### src/rtl/bmf_pkg.sv
// ---------------------------------------------------------------------------
// bmf_pkg
// Shared constants, types and helper functions of the 3x3 box mean filter.
// ---------------------------------------------------------------------------
package bmf_pkg;

  // Line buffer geometry.
  localparam int unsigned LINE_SAMPLES = 16384;
  localparam int unsigned ADDR_W       = $clog2(LINE_SAMPLES);

  // Channel handling.
  localparam int unsigned MAX_CH   = 4;
  localparam int unsigned CH_W     = 2;
  localparam int unsigned CNT_CH_W = 3;

  // Configuration register layout.
  localparam int unsigned CFG_W     = 13;
  localparam int unsigned CFG_IDX_W = 2;
  localparam logic [CFG_IDX_W-1:0] CFG_IDX_WIDTH    = 2'd0;
  localparam logic [CFG_IDX_W-1:0] CFG_IDX_HEIGHT   = 2'd1;
  localparam logic [CFG_IDX_W-1:0] CFG_IDX_CHANNELS = 2'd2;
  localparam logic [CFG_W-1:0]     WIDTH_RST        = 13'd640;
  localparam logic [CFG_W-1:0]     HEIGHT_RST       = 13'd480;
  localparam logic [CNT_CH_W-1:0]  CHANNELS_RST     = 3'd1;
  localparam int unsigned          MIN_WIDTH        = 2;

  // Frame geometry.
  localparam int unsigned ROW_LIMIT = 4096;
  localparam int unsigned ROW_W     = 12;

  // Datapath widths.
  localparam int unsigned PIX_W    = 8;
  localparam int unsigned HSUM_W   = 10;
  localparam int unsigned SUM_W    = 12;
  localparam int unsigned FACTOR_W = 13;
  localparam int unsigned PROD_W   = SUM_W + FACTOR_W;
  localparam int unsigned MEAN_SHIFT = 16;
  localparam logic [FACTOR_W-1:0] DIV9_FACTOR = 13'd7282;
  localparam logic [SUM_W-1:0]    DIV9_ROUND  = 12'd5;
  localparam logic [PIX_W-1:0]    MEAN_MAX    = 8'hFF;

  // Result queue.
  localparam int unsigned MAX_RES     = 4;
  localparam int unsigned RES_CNT_W   = 3;
  localparam int unsigned FIFO_DEPTH  = 16;
  localparam int unsigned FIFO_AW     = $clog2(FIFO_DEPTH);
  localparam int unsigned LVL_W       = FIFO_AW + 1;
  localparam int unsigned READY_LIMIT = FIFO_DEPTH - MAX_RES;

  // Largest line width in pixels for a given channel count (minus one).
  function automatic logic [ADDR_W:0] width_limit(input logic [CH_W-1:0] ch_m1);
    logic [ADDR_W:0] lim;
    case (ch_m1)
      2'd0:    lim = (ADDR_W+1)'(LINE_SAMPLES / 1);
      2'd1:    lim = (ADDR_W+1)'(LINE_SAMPLES / 2);
      2'd2:    lim = (ADDR_W+1)'(LINE_SAMPLES / 3);
      default: lim = (ADDR_W+1)'(LINE_SAMPLES / 4);
    endcase
    return lim;
  endfunction

  // Request from the sample front end to the column stage.
  typedef struct packed {
    logic [ADDR_W-1:0] addr;       // line buffer entry of the pixel left of the current one
    logic [HSUM_W-1:0] h_cur;      // horizontal 3-sum centered on the previous pixel
    logic [HSUM_W-1:0] h_edge;     // horizontal 3-sum centered on the last pixel
    logic [CH_W-1:0]   ch;         // channel of this item
    logic              first_row;
    logic              last_row;
    logic              last_px;
    logic              frame_end;
  } col_req_t;

  // One 3x3 sum waiting for the divide and the output port.
  typedef struct packed {
    logic [SUM_W-1:0] sum;
    logic             last;
    logic             frame_end;
  } res_t;

  // Status of the result queue toward the top level.
  typedef struct packed {
    logic             ready;
    logic [LVL_W-1:0] level;
  } out_stat_t;

endpackage

### src/rtl/bmf_out.sv
// ---------------------------------------------------------------------------
// bmf_out
// Result queue that takes up to four sums per cycle, the divide by nine by
// reciprocal multiply, and the registered output stage.
// ---------------------------------------------------------------------------
module bmf_out (
  input  logic                                 clk_i,
  input  logic                                 rst_ni,
  input  logic                                 s1_valid_i,
  input  logic [bmf_pkg::MAX_RES-1:0]          res_valid_i,
  input  bmf_pkg::res_t [bmf_pkg::MAX_RES-1:0] res_i,
  input  logic                                 out_ready_i,
  output logic                                 out_valid_o,
  output logic [bmf_pkg::PIX_W-1:0]            mean_o,
  output logic                                 last_o,
  output logic                                 frame_end_o,
  output bmf_pkg::out_stat_t                   stat_o
);

  bmf_pkg::res_t                  fifo_q [bmf_pkg::FIFO_DEPTH];
  logic [bmf_pkg::FIFO_AW-1:0]    wr_ptr_q, rd_ptr_q;
  logic [bmf_pkg::LVL_W-1:0]      level_q;
  logic [bmf_pkg::RES_CNT_W-1:0]  off [bmf_pkg::MAX_RES];
  logic [bmf_pkg::RES_CNT_W-1:0]  push_n;
  logic                           pop;
  bmf_pkg::res_t                  head;

  logic                           out_valid_q;
  logic [bmf_pkg::PIX_W-1:0]      mean_q;
  logic                           last_q, frame_end_q;
  logic [bmf_pkg::PROD_W-1:0]     prod;
  logic [bmf_pkg::PROD_W-bmf_pkg::MEAN_SHIFT-1:0] scaled;
  logic [bmf_pkg::PIX_W-1:0]      mean_d;

  // Pack the valid slots next to each other.
  always_comb begin
    off[0] = '0;
    for (int i = 1; i < bmf_pkg::MAX_RES; i++) begin
      off[i] = off[i-1] + bmf_pkg::RES_CNT_W'(res_valid_i[i-1]);
    end
    push_n = off[bmf_pkg::MAX_RES-1]
           + bmf_pkg::RES_CNT_W'(res_valid_i[bmf_pkg::MAX_RES-1]);
  end

  assign pop  = (level_q != '0) && (!out_valid_q || out_ready_i);
  assign head = fifo_q[rd_ptr_q];

  always_ff @(posedge clk_i) begin
    for (int i = 0; i < bmf_pkg::MAX_RES; i++) begin
      if (res_valid_i[i]) begin
        fifo_q[wr_ptr_q + bmf_pkg::FIFO_AW'(off[i])] <= res_i[i];
      end
    end
  end

  always_ff @(posedge clk_i or negedge rst_ni) begin
    if (!rst_ni) begin
      wr_ptr_q <= '0;
      rd_ptr_q <= '0;
      level_q  <= '0;
    end else begin
      wr_ptr_q <= wr_ptr_q + bmf_pkg::FIFO_AW'(push_n);
      rd_ptr_q <= rd_ptr_q + bmf_pkg::FIFO_AW'(pop);
      level_q  <= level_q + bmf_pkg::LVL_W'(push_n) - bmf_pkg::LVL_W'(pop);
    end
  end

  // Mean: ((sum + 5) * 7282) >> 16, saturated to one byte.
  always_comb begin
    prod   = bmf_pkg::PROD_W'(head.sum + bmf_pkg::DIV9_ROUND)
           * bmf_pkg::PROD_W'(bmf_pkg::DIV9_FACTOR);
    scaled = prod[bmf_pkg::PROD_W-1:bmf_pkg::MEAN_SHIFT];
    if (scaled > (bmf_pkg::PROD_W-bmf_pkg::MEAN_SHIFT)'(bmf_pkg::MEAN_MAX)) begin
      mean_d = bmf_pkg::MEAN_MAX;
    end else begin
      mean_d = scaled[bmf_pkg::PIX_W-1:0];
    end
  end

  // Output register decouples the port from the queue.
  always_ff @(posedge clk_i or negedge rst_ni) begin
    if (!rst_ni) begin
      out_valid_q <= 1'b0;
    end else if (pop) begin
      out_valid_q <= 1'b1;
    end else if (out_ready_i) begin
      out_valid_q <= 1'b0;
    end
  end

  always_ff @(posedge clk_i) begin
    if (pop) begin
      mean_q      <= mean_d;
      last_q      <= head.last;
      frame_end_q <= head.frame_end;
    end
  end

  // Room for one item in the column stage and one more being accepted.
  always_comb begin
    stat_o.level = level_q;
    stat_o.ready = (level_q + (s1_valid_i ? bmf_pkg::LVL_W'(bmf_pkg::MAX_RES) : '0))
                 <= bmf_pkg::LVL_W'(bmf_pkg::READY_LIMIT);
  end

  assign out_valid_o = out_valid_q;
  assign mean_o      = mean_q;
  assign last_o      = last_q;
  assign frame_end_o = frame_end_q;

endmodule

### config.mk
export PLATFORM = sky130hd
export DESIGN_NAME = bmf_out
export DESIGN_NICKNAME = d
export VERILOG_FILES = /design/src/rtl/bmf_pkg.sv /design/src/rtl/bmf_out.sv
export SDC_FILE = /design/constraint.sdc
export NUM_CORES = 1
export LEC_CHECK = 0
export BUFFER_PORTS_ARGS = -buffer_cell sky130_fd_sc_hd__buf_2
export CAP_MARGIN = 20
export CORE_MARGIN = 3
export CORE_UTILIZATION = 62
export CTS_CLUSTER_SIZE = 40
export DETAILED_ROUTE_END_ITERATION = 10
export PLACE_DENSITY_LB_ADDON = 0.08
export SETUP_SLACK_MARGIN = 0.2
export SYNTH_ARGS = -nofsm -noshare
export SYNTH_HDL_FRONTEND = slang
export SYNTH_SLANG_ARGS = --single-unit
### constraint.sdc
create_clock -name clk_i -period 9.68 [get_ports clk_i]
set_input_delay 0.968 -clock clk_i [delete_from_list [all_inputs] [get_ports clk_i]]
set_output_delay 0.968 -clock clk_i [all_outputs]
set_load 0.005 [all_outputs]
After elaboration in Yosys (flattened, before gate mapping)
Memories as Yosys holds them, arrays and structs flattened.
Index checks and enable logic that the tools add are counted.
{ "totals": {"wordCells": 39, "mem_bits_rw": 224, "output_inout_bits": 17, "n_memories": 1, "reg_bits": 24} }
{ "mem_list": {"columns": ["memory", "depth", "width", "read_ports", "rd_ports_with_merged_regs", "write_ports", "line_no", "text"], "rows": [
  ["fifo_q", 16, 14, 1, 0, 4, "bmf_out.sv:20", "bmf_pkg::res_t fifo_q [bmf_pkg::FIFO_DEPTH];"]
]} }
{ "op_classes": {"addsub": 12, "mul": 1, "n_mux": 11, "magnitude_cmp": 2, "n_reduce_logical": 5} }
{ "ops": {"columns": ["cell", "count"], "rows": [
  ["multiplier 13 x 12 -> 24 bit (second input constant)", 1],
  ["adder 12 x 3 -> 13 bit (second input constant)", 1],
  ["adder 5 x 3 -> 5 bit", 2],
  ["two-way mux 1 bit", 10],
  ["greater-than comparator 9 x 8 -> 1 bit (second input constant)", 1],
  ["adder 4 x 1 -> 4 bit", 2],
  ["adder 4 x 3 -> 4 bit", 2],
  ["less-or-equal comparator 5 x 4 -> 1 bit (second input constant)", 1],
  ["nonzero test 5 bit", 1],
  ["subtractor 5 x 1 -> 5 bit", 1],
  ["adder 4 x 2 -> 4 bit", 1],
  ["adder 2 x 1 -> 3 bit", 1],
  ["adder 3 x 1 -> 3 bit", 1],
  ["two-way mux 3 bit", 1],
  ["adder 1 x 1 -> 2 bit", 1],
  ["nonzero test 2 bit", 1],
  ["logical AND 1 bit", 1],
  ["zero test 1 bit", 1],
  ["logical OR 1 bit", 1]
]} }

Depth between registers and ports, before layout
{ "logic_depth": {"depth_word": 5, "depth_mapped": 29} }

Least setup slack after synthesis
No wires, ideal clock.
{ "synth_timing": {"path_kind": "reg-to-reg", "start": "reg rd_ptr_q[1] in the netlist's numbering", "end": "reg mean_q, in the netlist mean_o[2] (data pin)", "stages_incl_launch_ff": 24, "t_required_ns": 9.401, "path_buffers": 4, "setup_ns": 0.279, "path_slack_ns": 2.803, "synth_period_minus_slack_ns": 6.877, "arrival_ns": 6.598, "path_cell_list": "dfrtp_1 > buf_4 > clkbuf_1 > clkbuf_1 > mux4_2 > mux4_2 > and2_1 > nor2b_1 > xor2_1 > inv_1 > fa_1 > ha_1 > inv_1 > fa_1 > fa_1 > inv_1 > ha_1 > ha_1 > clkbuf_1 > nand4_1 > o41a_1 > a21o_1 > o311ai_4 > o2111ai_1"} }
{ "synth_via": {"elab_chain_len": 4} }
{ "synth_lines": {"columns": ["item", "line_no", "text"], "rows": [
  ["from (decl)", "bmf_out.sv:21", "logic [bmf_pkg::FIFO_AW-1:0] wr_ptr_q, rd_ptr_q;"],
  ["from (signal assigned)", "bmf_out.sv:63", "rd_ptr_q <= rd_ptr_q + bmf_pkg::FIFO_AW'(pop);"],
  ["memory read (16 x 14 bit) *", null, null],
  ["adder 12 x 3 -> 13 bit *", "bmf_out.sv:70", "prod = bmf_pkg::PROD_W'(head.sum + bmf_pkg::DIV9_ROUND)"],
  ["multiplier 13 x 12 -> 24 bit *", "bmf_out.sv:71", "* bmf_pkg::PROD_W'(bmf_pkg::DIV9_FACTOR);"],
  ["greater-than comparator 9 x 8 -> 1 bit", "bmf_out.sv:73", "if (scaled > (bmf_pkg::PROD_W-bmf_pkg::MEAN_SHIFT)'(bmf_pkg::MEAN_MAX)) begin"],
  ["to (signal assigned)", "bmf_out.sv:93", "mean_q <= mean_d;"],
  ["to (decl)", "bmf_out.sv:29", "logic [bmf_pkg::PIX_W-1:0] mean_q;"]
]} }
Mark *: on every way between the ends. The rest lies on a longest branch, timed or not.
A chain may end at the register's enable or synchronous reset.

Worst setup path in the final report
{ "layout_timing": {"start": "reg rd_ptr_q[0] in the netlist's numbering", "end": "reg mean_q, in the netlist mean_o[2] (data pin)"} }
The elaborated chain is that of the path after synthesis.

==> flow_metrics.env <==
export IMPL_outcome="completed"
export IMPL_via_count=17600
export IMPL_setup_violations=0
export IMPL_regToRegStartpoint="rd_ptr_q[0]"
export IMPL_slew_headroom_pct=21.7
export IMPL_setup_worst_path_class="reg -> reg"
export IMPL_met2_usage_pct=63.4
export IMPL_global_route_wire_length_before_repair_mm=104
export IMPL_postSynthNetCount=2390
export IMPL_area_growth_syn_to_layout_pct=7.55
export IMPL_worst_path_buf_inv=4
export IMPL_worst_path_dominant_cell_family="adder cells"
export IMPL_fp_row_count=65
export IMPL_clk_path_buf_depth=3
export IMPL_met3_usage_pct=8.23
export IMPL_groute_layer_met1_usage_pct=49.6
export IMPL_sequential_element_share_of_the_synthesized_area_pct=36.5
export IMPL_synthDistinctLibCells=74
export IMPL_cts_hold_repair_buffers=0
export IMPL_path_max_fanout=45
export IMPL_data_arrival_at_the_endpoint_of_the_critical_path_ns=8.15
export IMPL_maxCapViolCount=0
export IMPL_count_of_yosys_warnings_during_synthesis=0
export IMPL_period_needed_ns=7.87
export IMPL_layout_filler_cells=2550
export IMPL_design_die_area_mm2=0.0348
export IMPL_remaining_drc_errors=0
export IMPL_timing_rr_end="mean_o[2]"
export IMPL_async_flop_share_pct=5.65
export IMPL_worstRegToRegCells=25
export IMPL_io_buffers=80
export IMPL_via_count_of_the_first_global_routing_pass=16900
export IMPL_setup_worst_path_start_class="flop"
export IMPL_most_frequent_cells_in_the_layout="nand2_1 (288), o21ai_0 (266), mux2i_1 (237), edfxtp_1 (234), a21oi_1 (221)"
export IMPL_reg2reg_setup_slack_ns=1.81
export IMPL_fin_tns_setup_ns=0
export IMPL_tritoncts_clock_tree="done"
export IMPL_synthesis_area_mm2=0.0202
export IMPL_period_share_pct=81.3
export IMPL_layout_nets=2345
export IMPL_postCtsSetupBuffers=0
export IMPL_yosys_register_bits=248
export IMPL_drtIter0Drc=2479
export IMPL_clock_insertion_delay_worst_skew_ns=0.57
export IMPL_worstPathRequired_ns=9.96
export IMPL_drt_pass1_iter_count=6
export IMPL_grt_start_max_net_pins=46
export IMPL_track_usage_pct=39.5
export IMPL_dieWidth_um=187
export IMPL_worstHoldPathType="in -> async"
export IMPL_core_area_mm2=0.0319
export IMPL_maxClockFrequency_ghz=0.127
export IMPL_initial_utilization_pct=63.5
export IMPL_netlist_instances=2197
export IMPL_clock_tree_root_cell="clkbuf_16"
export IMPL_layout_drive_gt1_share_pct=13.7
export IMPL_numCtsBuffers=29
export IMPL_max_slew_violation_count=0
export IMPL_wl_per_cell_um=26.8
export IMPL_cts_max_level=1
export IMPL_grt_overflow_total=0
export IMPL_route_final_wire_length_mm=70.1
export IMPL_die_h_um=187
export IMPL_finalHoldViolations=0
export IMPL_rsz0062_at_grt="false"
export IMPL_finalClockSkew_ns=0.0141
export IMPL_cts_repair_resize_count=0
export IMPL_place_hpwl_mm=45.1
export IMPL_clkSinkCount=248
export IMPL_grt_busiest_layer="met2"
export IMPL_detail_route_vias_per_cell=6.70
export IMPL_globalplace_congestion=0.972
export IMPL_synthFlopType="edfxtp_1"
export IMPL_antenna_found_initial=12
export IMPL_antenna_violating_nets_post_route=0
export IMPL_crit_path_end_kind="flop"
export IMPL_tightest_slew_ns=1.17
export IMPL_mapped_avg_cell_area_um2=9.21
export IMPL_critical_path_most_common_cell="ha_1"
export IMPL_ios=81
export IMPL_worst_path_max_delay_cell="dfrtp_4"
export IMPL_max_stage_delay_ns=1.09
export IMPL_synth_enable_flop_cells=234
export IMPL_cts_clk_slew_worst_paths_ns=0.06
export IMPL_most_common_library_cell_in_the_layout_ignoring_fill_and_taps="nand2_1"
## layer usage
layer	wire, um	part of all wire, %
met4	4810	6.9
met1	25000	36
met5	0	0
met2	32200	46
met3	8060	11
## synth_stat cells, types with 23 or more instances
master      n  area [um^2]
nand2_1   288         1080
o21ai_0   266         1330
nor2_1    247          927
mux2i_1   237         2370
edfxtp_1  234         7030
a21oi_1   221         1110
clkbuf_1  182          683
ha_1       99         1240
inv_1      76          285
mux4_2     53         1190
fa_1       30          601
xnor2_1    23          201
## worst register-to-register path: stages (launching register included)
cell and delay, ns:
dfrtp_4 1.09, mux4_1 0.67, a22oi_1 0.20, and3_1 0.27, inv_1 0.10, ha_1 0.24
nor2b_2 0.28, nor3b_4 0.11, xnor2_4 0.22, inv_2 0.10, xnor2_2 0.16, ha_1 0.31
ha_1 0.33, fa_1 0.51, fa_1 0.49, inv_1 0.05, fa_1 0.53, inv_1 0.04
ha_1 0.32, nand3_1 0.10, nor2_1 0.14, nand4_1 0.18, o311ai_1 0.60, a2111oi_0 0.21
a41oi_1 0.20, o2111ai_1 0.14
## how the worst max path moves through the flow
stage,startpoint,to,depth (start not counted)
after global placement,rd_ptr_q[0],mean_o[2],20
after detailed placement,rd_ptr_q[0],mean_o[2],20
after global routing,rd_ptr_q[0],mean_o[2],25
after floorplan,rd_ptr_q[1],mean_o[2],23
after CTS,rd_ptr_q[0],mean_o[2],20
final,rd_ptr_q[0],mean_o[2],25
## sequential cells by signal (all words and copies together) (netlist names)
| signal | flops |
|---|---|
| wr_ptr_q | 4 |
| mean_o | 8 |
| rd_ptr_q | 4 |
| last_o | 1 |
| level_q | 5 |
| frame_end_o | 1 |
| fifo_q | 224 |
| out_valid_o | 1 |
## cells by family after synthesis
group / after synthesis / share of synthesized area (%)
AND/OR/NAND/NOR: 634 / 13.2
AO/OA/AOI/OAI: 555 / 14.9
multiplexers: 293 / 17.9
buffers and inverters: 288 / 5.76
flip-flops: 248 / 36.5
adder cells (fa/ha/maj): 130 / 9.14
XOR/XNOR: 49 / 2.51
## cell type report
cell class                 instances  area [um^2]  area share (%)
antenna                           11         27.5           0.127
clock buffer                      39          763            3.51
clock inverter                    15          124           0.569
inverter                          78          293            1.35
multi-input combinational       1661        11800            54.3
sequential                       248         7380            33.9
tap                              435          544            2.50
timing repair buffer             134          806            3.70
## per-stage QoR
step / cell area, um^2 / util [%] / cells / setup slack [ns] / hold slack (ns)
after floorplan: 20200 / - / 2197 / 2.80 / 0.501
after global placement: 20800 / 65.4 / 2556 / 1.94 / 0.519
after detailed placement: 20800 / 65.4 / 2556 / 1.84 / 0.529
after CTS: 21700 / 68.2 / 2610 / 1.81 / 0.374
after global routing: 21800 / 68.2 / 2621 / 1.21 / 0.381
final: 21800 / 68.2 / 2621 / 1.81 / 0.367
Power is not shown: default switching activity piles up to over one toggle a cycle in this logic, so the estimate is an artifact.
