[config.mk]
export PLATFORM = sky130hd
export DESIGN_NAME = bmf_front
export DESIGN_NICKNAME = d
export VERILOG_FILES = /design/src/rtl/bmf_pkg.sv /design/src/rtl/bmf_front.sv
export SDC_FILE = /design/constraint.sdc
export NUM_CORES = 1
export LEC_CHECK = 0
export ABC_AREA = 1
export BUFFER_PORTS_ARGS = -buffer_cell sky130_fd_sc_hd__buf_2
export CAP_MARGIN = 10
export CORE_MARGIN = 2
export CORE_UTILIZATION = 63
export DETAILED_ROUTE_END_ITERATION = 10
export PLACE_DENSITY_LB_ADDON = 0.3
export SKIP_CTS_REPAIR_TIMING = 1
export SLEW_MARGIN = 20
export SYNTH_ARGS = -nofsm -noshare
export SYNTH_HDL_FRONTEND = slang
export SYNTH_SLANG_ARGS = --single-unit
[constraint.sdc]
create_clock -name clk_i -period 10 [get_ports clk_i]
set_input_delay 0.5 -clock clk_i [delete_from_list [all_inputs] [get_ports clk_i]]
set_output_delay 0.5 -clock clk_i [all_outputs]
set_load 0.05 [all_outputs]
[src/rtl/bmf_pkg.sv]
// ---------------------------------------------------------------------------
// bmf_pkg
// Shared constants, types and helper functions of the 3x3 box mean filter.
// ---------------------------------------------------------------------------
package bmf_pkg;

  // Line buffer geometry.
  localparam int unsigned LINE_SAMPLES = 16384;
  localparam int unsigned ADDR_W       = $clog2(LINE_SAMPLES);

  // Channel handling.
  localparam int unsigned MAX_CH   = 4;
  localparam int unsigned CH_W     = 2;
  localparam int unsigned CNT_CH_W = 3;

  // Configuration register layout.
  localparam int unsigned CFG_W     = 13;
  localparam int unsigned CFG_IDX_W = 2;
  localparam logic [CFG_IDX_W-1:0] CFG_IDX_WIDTH    = 2'd0;
  localparam logic [CFG_IDX_W-1:0] CFG_IDX_HEIGHT   = 2'd1;
  localparam logic [CFG_IDX_W-1:0] CFG_IDX_CHANNELS = 2'd2;
  localparam logic [CFG_W-1:0]     WIDTH_RST        = 13'd640;
  localparam logic [CFG_W-1:0]     HEIGHT_RST       = 13'd480;
  localparam logic [CNT_CH_W-1:0]  CHANNELS_RST     = 3'd1;
  localparam int unsigned          MIN_WIDTH        = 2;

  // Frame geometry.
  localparam int unsigned ROW_LIMIT = 4096;
  localparam int unsigned ROW_W     = 12;

  // Datapath widths.
  localparam int unsigned PIX_W    = 8;
  localparam int unsigned HSUM_W   = 10;
  localparam int unsigned SUM_W    = 12;
  localparam int unsigned FACTOR_W = 13;
  localparam int unsigned PROD_W   = SUM_W + FACTOR_W;
  localparam int unsigned MEAN_SHIFT = 16;
  localparam logic [FACTOR_W-1:0] DIV9_FACTOR = 13'd7282;
  localparam logic [SUM_W-1:0]    DIV9_ROUND  = 12'd5;
  localparam logic [PIX_W-1:0]    MEAN_MAX    = 8'hFF;

  // Result queue.
  localparam int unsigned MAX_RES     = 4;
  localparam int unsigned RES_CNT_W   = 3;
  localparam int unsigned FIFO_DEPTH  = 16;
  localparam int unsigned FIFO_AW     = $clog2(FIFO_DEPTH);
  localparam int unsigned LVL_W       = FIFO_AW + 1;
  localparam int unsigned READY_LIMIT = FIFO_DEPTH - MAX_RES;

  // Largest line width in pixels for a given channel count (minus one).
  function automatic logic [ADDR_W:0] width_limit(input logic [CH_W-1:0] ch_m1);
    logic [ADDR_W:0] lim;
    case (ch_m1)
      2'd0:    lim = (ADDR_W+1)'(LINE_SAMPLES / 1);
      2'd1:    lim = (ADDR_W+1)'(LINE_SAMPLES / 2);
      2'd2:    lim = (ADDR_W+1)'(LINE_SAMPLES / 3);
      default: lim = (ADDR_W+1)'(LINE_SAMPLES / 4);
    endcase
    return lim;
  endfunction

  // Request from the sample front end to the column stage.
  typedef struct packed {
    logic [ADDR_W-1:0] addr;       // line buffer entry of the pixel left of the current one
    logic [HSUM_W-1:0] h_cur;      // horizontal 3-sum centered on the previous pixel
    logic [HSUM_W-1:0] h_edge;     // horizontal 3-sum centered on the last pixel
    logic [CH_W-1:0]   ch;         // channel of this item
    logic              first_row;
    logic              last_row;
    logic              last_px;
    logic              frame_end;
  } col_req_t;

  // One 3x3 sum waiting for the divide and the output port.
  typedef struct packed {
    logic [SUM_W-1:0] sum;
    logic             last;
    logic             frame_end;
  } res_t;

  // Status of the result queue toward the top level.
  typedef struct packed {
    logic             ready;
    logic [LVL_W-1:0] level;
  } out_stat_t;

endpackage

[src/rtl/bmf_front.sv]
// ---------------------------------------------------------------------------
// bmf_front
// Configuration registers, raster counters and the per-channel sample window.
// Builds the horizontal 3-sums and the line buffer address for each item.
// ---------------------------------------------------------------------------
module bmf_front (
  input  logic                           clk_i,
  input  logic                           rst_ni,
  input  logic                           cfg_we_i,
  input  logic [bmf_pkg::CFG_IDX_W-1:0]  cfg_index_i,
  input  logic [bmf_pkg::CFG_W-1:0]      cfg_data_i,
  input  logic                           accept_i,
  input  logic [bmf_pkg::PIX_W-1:0]      sample_i,
  output logic                           req_valid_o,
  output bmf_pkg::col_req_t              req_o
);

  logic [bmf_pkg::CFG_W-1:0]    width_q, width_d;
  logic [bmf_pkg::CFG_W-1:0]    height_q, height_d;
  logic [bmf_pkg::CNT_CH_W-1:0] chan_q, chan_d;
  logic                         cfg_hit;

  logic [bmf_pkg::CNT_CH_W-1:0] ch_eff;
  logic [bmf_pkg::CH_W-1:0]     ch_m1;
  logic [bmf_pkg::ADDR_W:0]     lim;
  logic [bmf_pkg::CFG_W-1:0]    w_eff, w_m1;
  logic [bmf_pkg::CFG_W-1:0]    h_eff;
  logic [bmf_pkg::ROW_W-1:0]    h_m1;

  logic [bmf_pkg::ADDR_W-1:0]   col_q, col_d;
  logic [bmf_pkg::CFG_W-1:0]    x_q, x_d;
  logic [bmf_pkg::CH_W-1:0]     c_q, c_d;
  logic [bmf_pkg::ROW_W-1:0]    row_q, row_d;

  logic [bmf_pkg::PIX_W-1:0]    left_q [bmf_pkg::MAX_CH];
  logic [bmf_pkg::PIX_W-1:0]    mid_q  [bmf_pkg::MAX_CH];
  logic [bmf_pkg::PIX_W-1:0]    left, mid;

  logic x_first, last_px, last_ch, first_row, last_row;

  // Register writes; any valid index restarts the frame.
  always_comb begin
    width_d  = width_q;
    height_d = height_q;
    chan_d   = chan_q;
    cfg_hit  = 1'b0;
    if (cfg_we_i) begin
      case (cfg_index_i)
        bmf_pkg::CFG_IDX_WIDTH: begin
          width_d = cfg_data_i;
          cfg_hit = 1'b1;
        end
        bmf_pkg::CFG_IDX_HEIGHT: begin
          height_d = cfg_data_i;
          cfg_hit  = 1'b1;
        end
        bmf_pkg::CFG_IDX_CHANNELS: begin
          chan_d  = cfg_data_i[bmf_pkg::CNT_CH_W-1:0];
          cfg_hit = 1'b1;
        end
        default: begin
          cfg_hit = 1'b0;
        end
      endcase
    end
  end

  // Clamp the registers to the supported geometry.
  always_comb begin
    if (chan_q == '0) begin
      ch_eff = bmf_pkg::CNT_CH_W'(1);
    end else if (chan_q > bmf_pkg::CNT_CH_W'(bmf_pkg::MAX_CH)) begin
      ch_eff = bmf_pkg::CNT_CH_W'(bmf_pkg::MAX_CH);
    end else begin
      ch_eff = chan_q;
    end
    ch_m1 = bmf_pkg::CH_W'(ch_eff - bmf_pkg::CNT_CH_W'(1));
    lim   = bmf_pkg::width_limit(ch_m1);

    if (width_q < bmf_pkg::CFG_W'(bmf_pkg::MIN_WIDTH)) begin
      w_eff = bmf_pkg::CFG_W'(bmf_pkg::MIN_WIDTH);
    end else if ((bmf_pkg::ADDR_W+1)'(width_q) > lim) begin
      w_eff = bmf_pkg::CFG_W'(lim);
    end else begin
      w_eff = width_q;
    end
    w_m1 = w_eff - bmf_pkg::CFG_W'(1);

    if (height_q == '0) begin
      h_eff = bmf_pkg::CFG_W'(1);
    end else if (height_q > bmf_pkg::CFG_W'(bmf_pkg::ROW_LIMIT)) begin
      h_eff = bmf_pkg::CFG_W'(bmf_pkg::ROW_LIMIT);
    end else begin
      h_eff = height_q;
    end
    h_m1 = bmf_pkg::ROW_W'(h_eff - bmf_pkg::CFG_W'(1));
  end

  // Position flags of the current item.
  assign x_first   = (x_q == '0);
  assign last_px   = (x_q == w_m1);
  assign last_ch   = (c_q == ch_m1);
  assign first_row = (row_q == '0);
  assign last_row  = (row_q == h_m1);

  assign left = left_q[c_q];
  assign mid  = mid_q[c_q];

  // Raster counters: channel, pixel, sample index and row.
  always_comb begin
    col_d = col_q;
    x_d   = x_q;
    c_d   = c_q;
    row_d = row_q;
    if (cfg_hit) begin
      col_d = '0;
      x_d   = '0;
      c_d   = '0;
      row_d = '0;
    end else if (accept_i) begin
      if (last_ch && last_px) begin
        col_d = '0;
        x_d   = '0;
        c_d   = '0;
        row_d = last_row ? '0 : row_q + bmf_pkg::ROW_W'(1);
      end else begin
        col_d = col_q + bmf_pkg::ADDR_W'(1);
        if (last_ch) begin
          c_d = '0;
          x_d = x_q + bmf_pkg::CFG_W'(1);
        end else begin
          c_d = c_q + bmf_pkg::CH_W'(1);
        end
      end
    end
  end

  always_ff @(posedge clk_i or negedge rst_ni) begin
    if (!rst_ni) begin
      width_q  <= bmf_pkg::WIDTH_RST;
      height_q <= bmf_pkg::HEIGHT_RST;
      chan_q   <= bmf_pkg::CHANNELS_RST;
      col_q    <= '0;
      x_q      <= '0;
      c_q      <= '0;
      row_q    <= '0;
    end else begin
      width_q  <= width_d;
      height_q <= height_d;
      chan_q   <= chan_d;
      col_q    <= col_d;
      x_q      <= x_d;
      c_q      <= c_d;
      row_q    <= row_d;
    end
  end

  // Sample window: the two previous samples of each channel.
  always_ff @(posedge clk_i) begin
    if (accept_i) begin
      left_q[c_q] <= x_first ? sample_i : mid;
      mid_q[c_q]  <= sample_i;
    end
  end

  // Column request; the first pixel of a line only primes the window.
  always_comb begin
    req_valid_o      = accept_i && !x_first;
    req_o.addr       = col_q - bmf_pkg::ADDR_W'(ch_eff);
    req_o.h_cur      = bmf_pkg::HSUM_W'(left) + bmf_pkg::HSUM_W'(mid)
                     + bmf_pkg::HSUM_W'(sample_i);
    req_o.h_edge     = bmf_pkg::HSUM_W'(mid) + (bmf_pkg::HSUM_W'(sample_i) << 1);
    req_o.ch         = c_q;
    req_o.first_row  = first_row;
    req_o.last_row   = last_row;
    req_o.last_px    = last_px;
    req_o.frame_end  = last_row && last_px && last_ch;
  end

endmodule

== Word level (Yosys, flattened, before mapping) ==
Memories as Yosys holds them, arrays and structs flattened.
Cells that the tools add are included.

* Equality and inequality tests: 7
* Muxes and demuxes: 27
* Shift-type cells: 0
* Multiply operators: 0
* Div/mod/pow operators: 0
* $add $sub $neg: 11
* Bitwise operators: 0
* $lt $le $gt $ge: 4
* Reduce and logical (&&, ||, !) cells: 20

{| class="wikitable"
|+ Operator list
! operator !! number
|-
| $mux 13 || 6
|-
| $mux 12 || 6
|-
| $pmux 15 s3 || 1
|-
| $mux 14 || 3
|-
| $logic_not 13->1 || 2
|-
| $gt 13x15->1 || 1
|-
| $add 14x1->14 const B || 1
|-
| $sub 14x3->14 || 1
|-
| $add 13x1->13 const B || 1
|-
| $eq 13x13->1 || 1
|-
| $gt 13x13->1 const B || 1
|-
| $lt 13x2->1 const B || 1
|-
| $sub 13x1->13 const B || 1
|-
| $add 12x1->12 const B || 1
|-
| $eq 12x12->1 || 1
|-
| $logic_not 12->1 || 1
|-
| $sub 12x1->12 const B || 1
|-
| $add 8x9->10 || 1
|-
| $add 9x8->10 || 1
|-
| $reduce_and 2->1 || 5
|-
| $add 8x8->9 || 1
|-
| $mux 2 || 4
|-
| $mux 8 || 1
|-
| $mux 3 || 2
|-
| 14 further kinds || 24
|}

* Bits in latches: 0
* RAM bits: 64
* ROM bits: 0
* Memories: 2
* Output and inout bits: 41
* Input port bits: 27
* Word-level logic and storage cells: 78
* Register bits: 70

{| class="wikitable"
|+ Memory list
! memory !! words !! width !! rd ports !! clocked after memory_dff !! wr ports !! RTL line !! source
|-
| left_q || 4 || 8 || 1 || 0 || 1 || bmf_front.sv:35 || <nowiki>logic [bmf_pkg::PIX_W-1:0] left_q [bmf_pkg::MAX_CH];</nowiki>
|-
| mid_q || 4 || 8 || 1 || 0 || 1 || bmf_front.sv:36 || <nowiki>logic [bmf_pkg::PIX_W-1:0] mid_q [bmf_pkg::MAX_CH];</nowiki>
|}

== Longest topological paths before layout ==
Gate-level depths: netlist of the first run.

* Depth after elaboration: 15
* Mapped depth: 32

== Worst setup path after synthesis of the first run ==
No wires, ideal clock.

* Kind: register to output
* From: reg c_q[0] in the netlist's numbering
* To: out req_o[25] in the netlist's numbering
* Buffers on the path: 2
* Slack: 4,411 ps
* Data arrival time: 5,089 ps
* Stages on the path, launching flop included: 17
* Data required time: 9,500 ps
* Cell sequence: dfrtp_1 clkbuf_1 inv_1 clkbuf_1 nand2_1 a32oi_1 inv_1 fa_1 inv_1 ha_1 inv_1 fa_1 o21ai_0 a21oi_1 o21bai_1 nand2_1 a21boi_0

{| class="wikitable"
|+ RTL lines
! element !! RTL line !! source
|-
| start: declaration || bmf_front.sv:32 || <nowiki>logic [bmf_pkg::CH_W-1:0] c_q, c_d;</nowiki>
|-
| start signal: assignment || bmf_front.sv:145 || <nowiki>c_q <= '0;</nowiki>
|-
| start signal: assignment || bmf_front.sv:153 || <nowiki>c_q <= c_d;</nowiki>
|-
| end: declaration || bmf_front.sv:15 || <nowiki>output bmf_pkg::col_req_t req_o</nowiki>
|}

==> metrics.md, run 1 <==
| Metric | Value |
|---|---|
| FF+latch area | 3680 µm² |
| WP data required | 9.50 ns |
| Synthesized net count | 1135 |
| Die Y | 121 µm |
| Number of enable flip-flop cells after synthesis | 64 |
| First-pass DRT Iterations | 5 |
| Critical path type | flip-flop to output pin |
| Slew Viols, Final | 0 |
| RePlAce Congestion | 0.910 |
| Uppermost layer routed | met4 |
| DR WL/cell | 15.3 µm |
| Max Clock Freq | 0.197 GHz |
| Final std cells w/o fill | 1303 |
| Status | completed |
| Syn_area_per_cell | 8.20 µm² |
| CTS Sinks | 134 |
| Via count | 7275 |
| Antenna violations before repair | 0 |
| CP most frequent cell | nand2_1 |
| First-pass GRT wire length | 33100 µm |
| Total I/O pin count | 68 |
| H-tree Lvls | 4 |
| Setup violations, final | 0 |
| Unrepaired setup endpoints after global routing | no |
| Core box area | 13300 µm² |
| DR iter-0 viols | 528 |
| Synth Instances | 1060 |
| Final WL | 19900 µm |
| Ys Warns | 0 |
| Critical Path Source Type | flip-flop |
| Post-synth top area cell | edfxtp_1 |
| Vias/cell | 5.58 |
| Yosys top cell area share | 22.1% |
| GRT overflow | 0 |
| Post-Place Cells | 1271 |
| Yosys reg bits | 134 |
| GRT Total Usage | 28.9% |
| Num CTS Buffers | 17 |
| Worst hold slack | 0.270 ns |
| Vias in the first global route | 6765 |
| Slew @ Worst Pin | 1.04 ns |
| Multi-input gate area | 4340 µm² |
| Layout cells sized above 1 | 13.0% |
| Most frequent cells in the layout | nand2_1 (242), inv_1 (123), nor2_1 (100) |
| Final Skew | 0.00779 ns |
| Top cells by area, synth | edfxtp_1 (22%), dfrtp_1 (18%), nand2_1 (10%) |
| CP delay by family, top | simple AND/OR/NAND/NOR gates |
| CP Buf/Inv Count | 5 |
| Final net count | 1189 |
| Max FO, Critical Path | 13 |
| Worst-path clk slew | 0.06 ns |
| Met2 routed WL | 9750 µm |
| Met3 WL | 960 µm |
| Die Area | 14800 µm² |
| Crit path arrival time | 4.57 ns |
| TritonCTS clock tree | built |
| Initial core utilization | 65.1% |
| Hold crit path type | input pin to asynchronous set/reset pin |
| Most common flop cell mapped by yosys | edfxtp_1 |
| Synthesized area | 8690 µm² |
| Setup TNS | 0 ns |
| Max incr delay on CP | 0.38 ns |
| Area grow syn2layout | 11.1% |
| Fin. Hold Viols | 0 |
| Fillers | 1020 |
| Post-DP HPWL | 14000 µm |
| # diodes | 0 |
| Port Buf Inserts | 67 |
| Die width | 121 µm |
| Clk buf depth | 2 |
| Pin count of the biggest net entering global routing | 71 |
| Clk_lat worst skew | 0.43 ns |
| DRC Markers | 0 |
| Slowest cell on the critical path | dfrtp_1 |
| Distinct cells, synth | 50 |
| Fin crit share | 50.7% |
| FP Rows | 42 |
| Antenna Violating Nets Remaining | 0 |
| Root buffer cell | clkbuf_16 |
| Period minus WS final | 5.07 ns |
| Normalized max-slew margin | 30.8% |
| Most common cell after layout, fill and taps aside | nand2_1 |
| Sequential share of the synthesized area | 42.4% |
| Critical Path Sink Type | output pin |
| WL met1 | 8700 µm |
| Max cap viols | 0 |
| Fraction of registers with async set/reset | 52.2% |
-- flip-flops by register name (all words and copies together), names as in the netlist --
register  count
left_q       32
row_q        12
chan_q        3
x_q          13
c_q           2
width_q      13
col_q        14
mid_q        32
height_q     13
-- stage by stage --
stage                     setup slack, ns  utilization (%)  cell area [µm²]
final                                4.93             72.3             9660
after global routing                 4.46             72.3             9660
after CTS                            4.96             72.3             9660
after detailed placement             5.44             68.1             9090
after global placement               5.58             68.1             9090
after floorplan                      4.41                -             8690
-- layer usage --
metal | GRT usage, % | vias to the layer above
li1 | - | 3579
met1 | 37.9 | 3442
met2 | 47.6 | 207
met3 | 6.20 | 47
met4 | 10.6 | 0
met5 | 0 | -
-- synthesized netlist by cell type, drive strengths merged (8+ instances only) --
library cell	count
nand3	67
xor2	59
edfxtp	64
buf	12
xnor2	12
inv	130
nor4	8
a21oi	39
fa	11
dfrtp	63
clkbuf	23
nand2	257
o22ai	14
nand4	23
nor3	13
o21ai	86
ha	37
nor2	109
-- worst paths after layout --
check	to	start	slack [ns]	cells after the start
hold / removal	row_q[2]$_DFFE_PN0P_	rst_ni	0.27	2
min in group clk_i	height_q[8]$_DFFE_PN1P_	cfg_data_i[8]	0.33	3
setup reg to reg	row_q[0]$_DFFE_PN0P_	chan_q[1]$_DFFE_PN0P_	5.41	30
max in group asynchronous	col_q[9]$_DFFE_PN0P_	rst_ni	9.13	2
setup / recovery	req_o[0]	chan_q[1]$_DFFE_PN0P_	4.93	28
hold reg to reg	width_q[0]$_DFFE_PN0P_	width_q[0]$_DFFE_PN0P_	0.49	2
-- cells by family after synthesis --
family | count (synthesis) | share of synthesized area (%)
simple gates | 489 | 25.4
buf+inv | 166 | 7.72
compound gates | 152 | 9.46
flops | 134 | 42.4
xor+xnor | 71 | 7.16
fa+ha+maj | 48 | 7.86
-- area by class of cell --
class,count,area share [%]
inverters,131,5.09
well taps,176,2.28
repair buffers,70,3.71
multi-input cells,760,44.9
flip-flops and latches,134,38.1
clock inverters,12,1.33
clock buffers,20,4.52
Power of run 1 is not shown: default switching activity piles up to over one toggle a cycle in this logic, so the estimate is an artifact.
==> run 2, diff against run 1 <==
- CORE_UTILIZATION: 63 -> 61
- clock period: 10 -> 5 ns (I/O delays scaled with it)
==> run 2 against run 1 <==
Compared with the run above: utilization fell by 2.0 points; final area rose by 1.1%; final cell count rose by 0.69%; routed wire length rose by 2.1%; via count rose by 0.70%; first-iteration DRC count fell by 11%; critical endpoint unchanged.
==> metrics.md, run 2 (synthesis results as in run 1) <==
| Metric | Value |
|---|---|
| First-pass DRT Iterations | 5 (unchanged) |
| FP Rows | 43 (+2.4%) |
| Worst-path clk slew | 0.06 ns (about the same) |
| Final WL | 20400 µm (+2.1%) |
| Most frequent cells in the layout | nand2_1 (242), inv_1 (123), nor2_1 (98) |
| Clk_lat worst skew | 0.43 ns (about the same) |
| Critical Path Source Type | flip-flop |
| GRT overflow | 0 (unchanged) |
| H-tree Lvls | 4 (unchanged) |
| Final Skew | 0.0105 ns (+0.00270 ns) |
| Initial core utilization | 62.6% (-2.5 points) |
| Core box area | 13900 µm² (+4.0%) |
| Max incr delay on CP | 0.39 ns (about the same) |
| Clk buf depth | 2 (unchanged) |
| Max Clock Freq | 0.216 GHz |
| CTS Sinks | 134 (unchanged) |
| Unrepaired setup endpoints after global routing | no |
| Via count | 7326 (+0.70%) |
| Crit path arrival time | 4.39 ns (-0.18 ns) |
| First-pass GRT wire length | 32600 µm (-1.5%) |
| RePlAce Congestion | 0.924 (+1.5%) |
| Fillers | 1097 (+7.5%) |
| Setup violations, final | 0 (unchanged) |
| Worst setup path startpoint | chan_q[1]$_DFFE_PN0P_ |
| Antenna Violating Nets Remaining | 0 (unchanged) |
| Area grow syn2layout | 12.3% |
| TritonCTS clock tree | built |
| Root buffer cell | clkbuf_16 |
| Hold crit path type | input pin to asynchronous set/reset pin |
| Period minus WS final | 4.64 ns |
| DR iter-0 viols | 470 (-11%) |
| Fin. Hold Viols | 0 (unchanged) |
| Antenna violations before repair | 1 (+1) |
| Slew Viols, Final | 0 (unchanged) |
| Critical Path Sink Type | output pin |
| Die Area | 15200 µm² (+3.2%) |
| Slowest cell on the critical path | dfrtp_1 |
| Vias in the first global route | 6719 (-0.68%) |
| Max cap viols | 0 (unchanged) |
| Final net count | 1193 (+0.34%) |
| Normalized max-slew margin | 41.6% (+11 points) |
| Vias/cell | 5.58 (about the same) |
| Pin count of the biggest net entering global routing | 71 (unchanged) |
| Port Buf Inserts | 67 (unchanged) |
| Fin crit share | 92.7% |
| Num CTS Buffers | 17 (unchanged) |
| Post-DP HPWL | 14400 µm (+3.4%) |
| GRT Total Usage | 27.9% (-1.0 points) |
| Slew @ Worst Pin | 0.877 ns (-0.160 ns) |
| Status | completed |
| Most common cell after layout, fill and taps aside | nand2_1 |
| FF+latch area | 3680 µm² (unchanged) |
| WP data required | 4.75 ns (-4.75 ns) |
| FF-to-FF Start | chan_q[1]$_DFFE_PN0P_ |
| Total I/O pin count | 68 (unchanged) |
| Max FO, Critical Path | 13 (unchanged) |
| Layout cells sized above 1 | 13.9% (+0.84 points) |
| DR WL/cell | 15.5 µm (+1.4%) |
| Multi-input gate area | 4350 µm² (+0.23%) |
| Critical path type | flip-flop to output pin |
| Crit path cell chain | inv_2 > o21ai_1 > inv_1 > ha_1 > inv_1 > ha_1 > or2_0 > nand2_1 > nor2_1 > nor2_1 > nand2_4 > nand2_4 > nand2_1 > nand3_2 > ha_1 > xor2_1 > a21boi_0 > nand3_1 > nor2_1 > nand3_1 > nor2_2 > nand4_4 > nor2_4 > buf_6 |
| Die Y | 123 µm (+1.6%) |
| DRC Markers | 0 (unchanged) |
| Die width | 123 µm (+1.6%) |
| Top Registers | left_q: 32 flops, mid_q: 32 flops, col_q: 14 flops |
| Setup TNS | 0 ns (unchanged) |
-- run 2: changes by cell type in the layout (fill, tap and decap cells not counted), sizes merged --
cell	before	now
clkinv	7	3
buf	70	74
inv	132	135
diode	0	1
bufinv	2	1
clkbuf	20	22
-- run 2: path summary, 6_finish.rpt --
path                                               end  slack, ns  cells after the start
min in group clk_i              width_q[7]$_DFFE_PN1P_       0.08                      3
worst min register to register  width_q[0]$_DFFE_PN0P_       0.50                      2
worst min-delay path              row_q[1]$_DFFE_PN0P_       0.02                      2
worst max-delay path                          req_o[0]       0.36                     24
max in group asynchronous           x_q[6]$_DFFE_PN0P_       4.41                      2
worst max register to register    row_q[9]$_DFFE_PN0P_       0.57                     26
-- run 2: cell type report --
class	count	share of cell area, %
Antenna cell	1	0.0256
Clock buffer	22	5.28
Inverter	131	5.04
Sequential cell	134	37.7
Timing Repair Buffer	74	4.04
Clock inverter	10	1.05
Multi-Input combinational cell	760	44.5
Tap cell	180	2.31
-- run 2: per-layer routing --
metal  up-vias  part of all wire, %  GRT usage (%)
li1       3586                    -              -
met5         -                    0              0
met1      3442                   42           36.7
met2       258                   50           46.2
met3        40                  5.7           5.40
met4         0                  2.4           10.1
-- run 2: worst max-delay path, delay by kind of cell (launching register included) --
family | cells | cell delay [ns]
AO/OA/AOI/OAI | 2 | 0.36
XOR/XNOR | 1 | 0.12
adder cells (fa/ha/maj) | 3 | 0.77
buffers and inverters | 4 | 0.56
flip-flops | 1 | 0.39
AND/OR/NAND/NOR | 14 | 1.77
-- run 2: stage by stage --
step | hold WS (ns) | cell area [µm²] | std cells | worst slack (ns) | utilization (%)
2_1_floorplan | -0.0456 | 8690 | 1060 | 0.0430 | -
3_3_place_gp | 0.469 | 9130 | 1279 | 0.712 | 65.7
3_5_place_dp | 0.491 | 9130 | 1279 | 0.579 | 65.7
4_1_cts | 0.0616 | 9740 | 1311 | 0.115 | 70.2
5_1_grt | 0.0766 | 9760 | 1312 | 0.00293 | 70.3
6_report | 0.0243 | 9760 | 1312 | 0.363 | 70.3
Power of run 2 is left out for the same reason.
==> run 3, diff against run 2 <==
- RECOVER_POWER: unset -> 50
==> run 3 against run 2 <==
Compared with the run above: the flow now finishes with violations (capacitance limit, slew limit); final cell count stayed put; non-clock buffer count unchanged; count of clock-buffer cells in the layout did not move; clock skew about the same; critical path depth did not move; via count decreased by 0.34%; largest cell class unchanged.
==> metrics.md, run 3 (synthesis results as in run 1) <==
| Metric | Value |
|---|---|
| RePlAce Congestion | 0.924 (unchanged) |
| Setup TNS | 0 ns (unchanged) |
| CTS Sinks | 134 (unchanged) |
| Post-DP HPWL | 14400 µm (unchanged) |
| DR WL/cell | 15.5 µm (about the same) |
| Die width | 123 µm (unchanged) |
| Finished Cell Area | 9750 µm² (-0.15%) |
| Clk buf depth | 2 (unchanged) |
| Normalized max-slew margin | -147% (-190 points) |
| TritonCTS clock tree | built |
| Antenna violations before repair | 1 (unchanged) |
| Port Buf Inserts | 67 (unchanged) |
| Layout cells sized above 1 | 12.9% (-0.97 points) |
| Die Y | 123 µm (unchanged) |
| Crit path cell chain | inv_2 > o21ai_1 > inv_1 > ha_1 > inv_1 > ha_1 > or2_0 > nand2_1 > nor2_1 > nor2_1 > nand2_4 > nand2_4 > nand2_1 > nand3_2 > ha_1 > xor2_1 > a21boi_0 > nand3_1 > nor2_1 > nand3_1 > nor2_2 > nand4_4 > nor2_4 > buf_6 |
| Slew @ Worst Pin | 3.71 ns (+2.83 ns) |
| Antenna Violating Nets Remaining | 0 (unchanged) |
| Status | finished, violations left |
| Fin crit share | 92.8% (about the same) |
| Slowest cell on the critical path | dfrtp_1 |
| Vias/cell | 5.56 (-0.34%) |
| Root buffer cell | clkbuf_16 |
| Num CTS Buffers | 17 (unchanged) |
| Failing checks | capacitance limit, slew limit |
| DRC Markers | 0 (unchanged) |
| GRT Total Usage | 27.9% (unchanged) |
| Pin count of the biggest net entering global routing | 71 (unchanged) |
| Critical Path Sink Type | output pin |
| Crit path arrival time | 4.39 ns (about the same) |
| Worst-path clk slew | 0.06 ns (about the same) |
| Via count | 7301 (-0.34%) |
| Critical Path Source Type | flip-flop |
| Max cap viols | 1 (+1) |
| Initial core utilization | 62.6% (unchanged) |
| Unrepaired setup endpoints after global routing | no |
| Hold crit path type | input pin to flip-flop |
| DR iter-0 viols | 463 (-1.5%) |
| Period minus WS final | 4.64 ns (+0.000548 ns) |
| Slew Viols, Final | 71 (+71) |
| Most frequent cells in the layout | nand2_1 (242), inv_1 (123), nor2_1 (98) |
| H-tree Lvls | 4 (unchanged) |
| Final net count | 1193 (unchanged) |
| GRT overflow | 0 (unchanged) |
| Top Registers | left_q: 32 flops, mid_q: 32 flops, col_q: 14 flops |
| Final Util | 70.2% (-0.11 points) |
| Final worst slack | 0.362 ns (-0.000548 ns) |
| Die Area | 15200 µm² (unchanged) |
| Max incr delay on CP | 0.39 ns (about the same) |
| Worst slack, placed | 0.579 ns (unchanged) |
| Max Clock Freq | 0.216 GHz (about the same) |
| Most common cell after layout, fill and taps aside | nand2_1 |
| First-pass GRT wire length | 32600 µm (unchanged) |
| Max FO, Critical Path | 13 (unchanged) |
| WP data required | 4.75 ns (about the same) |
| Area grow syn2layout | 12.2% |
| Setup violations, final | 0 (unchanged) |
| Area post-placement | 9130 µm² (unchanged) |
| Critical path type | flip-flop to output pin |
| Total I/O pin count | 68 (unchanged) |
| Final WL | 20400 µm (about the same) |
| Vias in the first global route | 6719 (unchanged) |
| First-pass DRT Iterations | 5 (unchanged) |
| Final Skew | 0.0103 ns (-0.000161 ns) |
| Clk_lat worst skew | 0.42 ns (about the same) |
| Fin. Hold Viols | 0 (unchanged) |
| Core box area | 13900 µm² (unchanged) |
| FP Rows | 43 (unchanged) |
run 3: changes by cell type in the layout (fill, tap and decap cells not counted):
cell / previous run / this run
buf_2: 66 / 57
dfstp_1: 0 / 1
buf_4: 7 / 6
clkbuf_1: 0 / 10
dfstp_2: 7 / 6
run 3: final timing paths:
check	startpoint	end	slack [ns]	cells after the start
max	chan_q[1]$_DFFE_PN0P_	req_o[0]	0.36	24
min	cfg_data_i[7]	width_q[7]$_DFFE_PN1P_	0.08	3
max reg2reg	chan_q[1]$_DFFE_PN0P_	row_q[9]$_DFFE_PN0P_	0.57	26
min reg2reg	width_q[0]$_DFFE_PN0P_	width_q[0]$_DFFE_PN0P_	0.50	2
max in group asynchronous	rst_ni	x_q[6]$_DFFE_PN0P_	1.72	2
min in group asynchronous	rst_ni	row_q[1]$_DFFE_PN0P_	1.20	2
run 3: cell type report:
class | instances | area, µm²
Clock buffer | 22 | 515
Antenna cell | 1 | 2.50
Timing Repair Buffer | 74 | 379
Fill cell | 1103 | 4130
Multi-Input combinational cell | 760 | 4350
Clock inverter | 10 | 103
Inverter | 131 | 492
Sequential cell | 134 | 3680
Tap cell | 180 | 225
run 3: worst max-delay path, delay by kind of cell (launching register included):
| family | cells | cell delay, ns |
|---|---|---|
| XOR/XNOR | 1 | 0.12 |
| AO/OA/AOI/OAI | 2 | 0.36 |
| buffers and inverters | 4 | 0.56 |
| flip-flops | 1 | 0.39 |
| AND/OR/NAND/NOR | 14 | 1.77 |
| adder cells (fa/ha/maj) | 3 | 0.77 |
run 3: metal layers:
metal	share of wire [%]	up-vias	global-route usage [%]
met5	0	-	0
met4	2.4	0	10.1
met3	5.6	43	5.40
met2	50	251	46.2
met1	42	3416	36.7
li1	-	3591	-
run 3: stage by stage:
stage / std cells / hold slack, ns
2_1_floorplan: 1060 / -0.0456
3_3_place_gp: 1279 / 0.469
3_5_place_dp: 1279 / 0.491
4_1_cts: 1311 / 0.0616
5_1_grt: 1312 / 0.0766
6_report: 1312 / 0.0768
Power of run 3 is left out for the same reason.
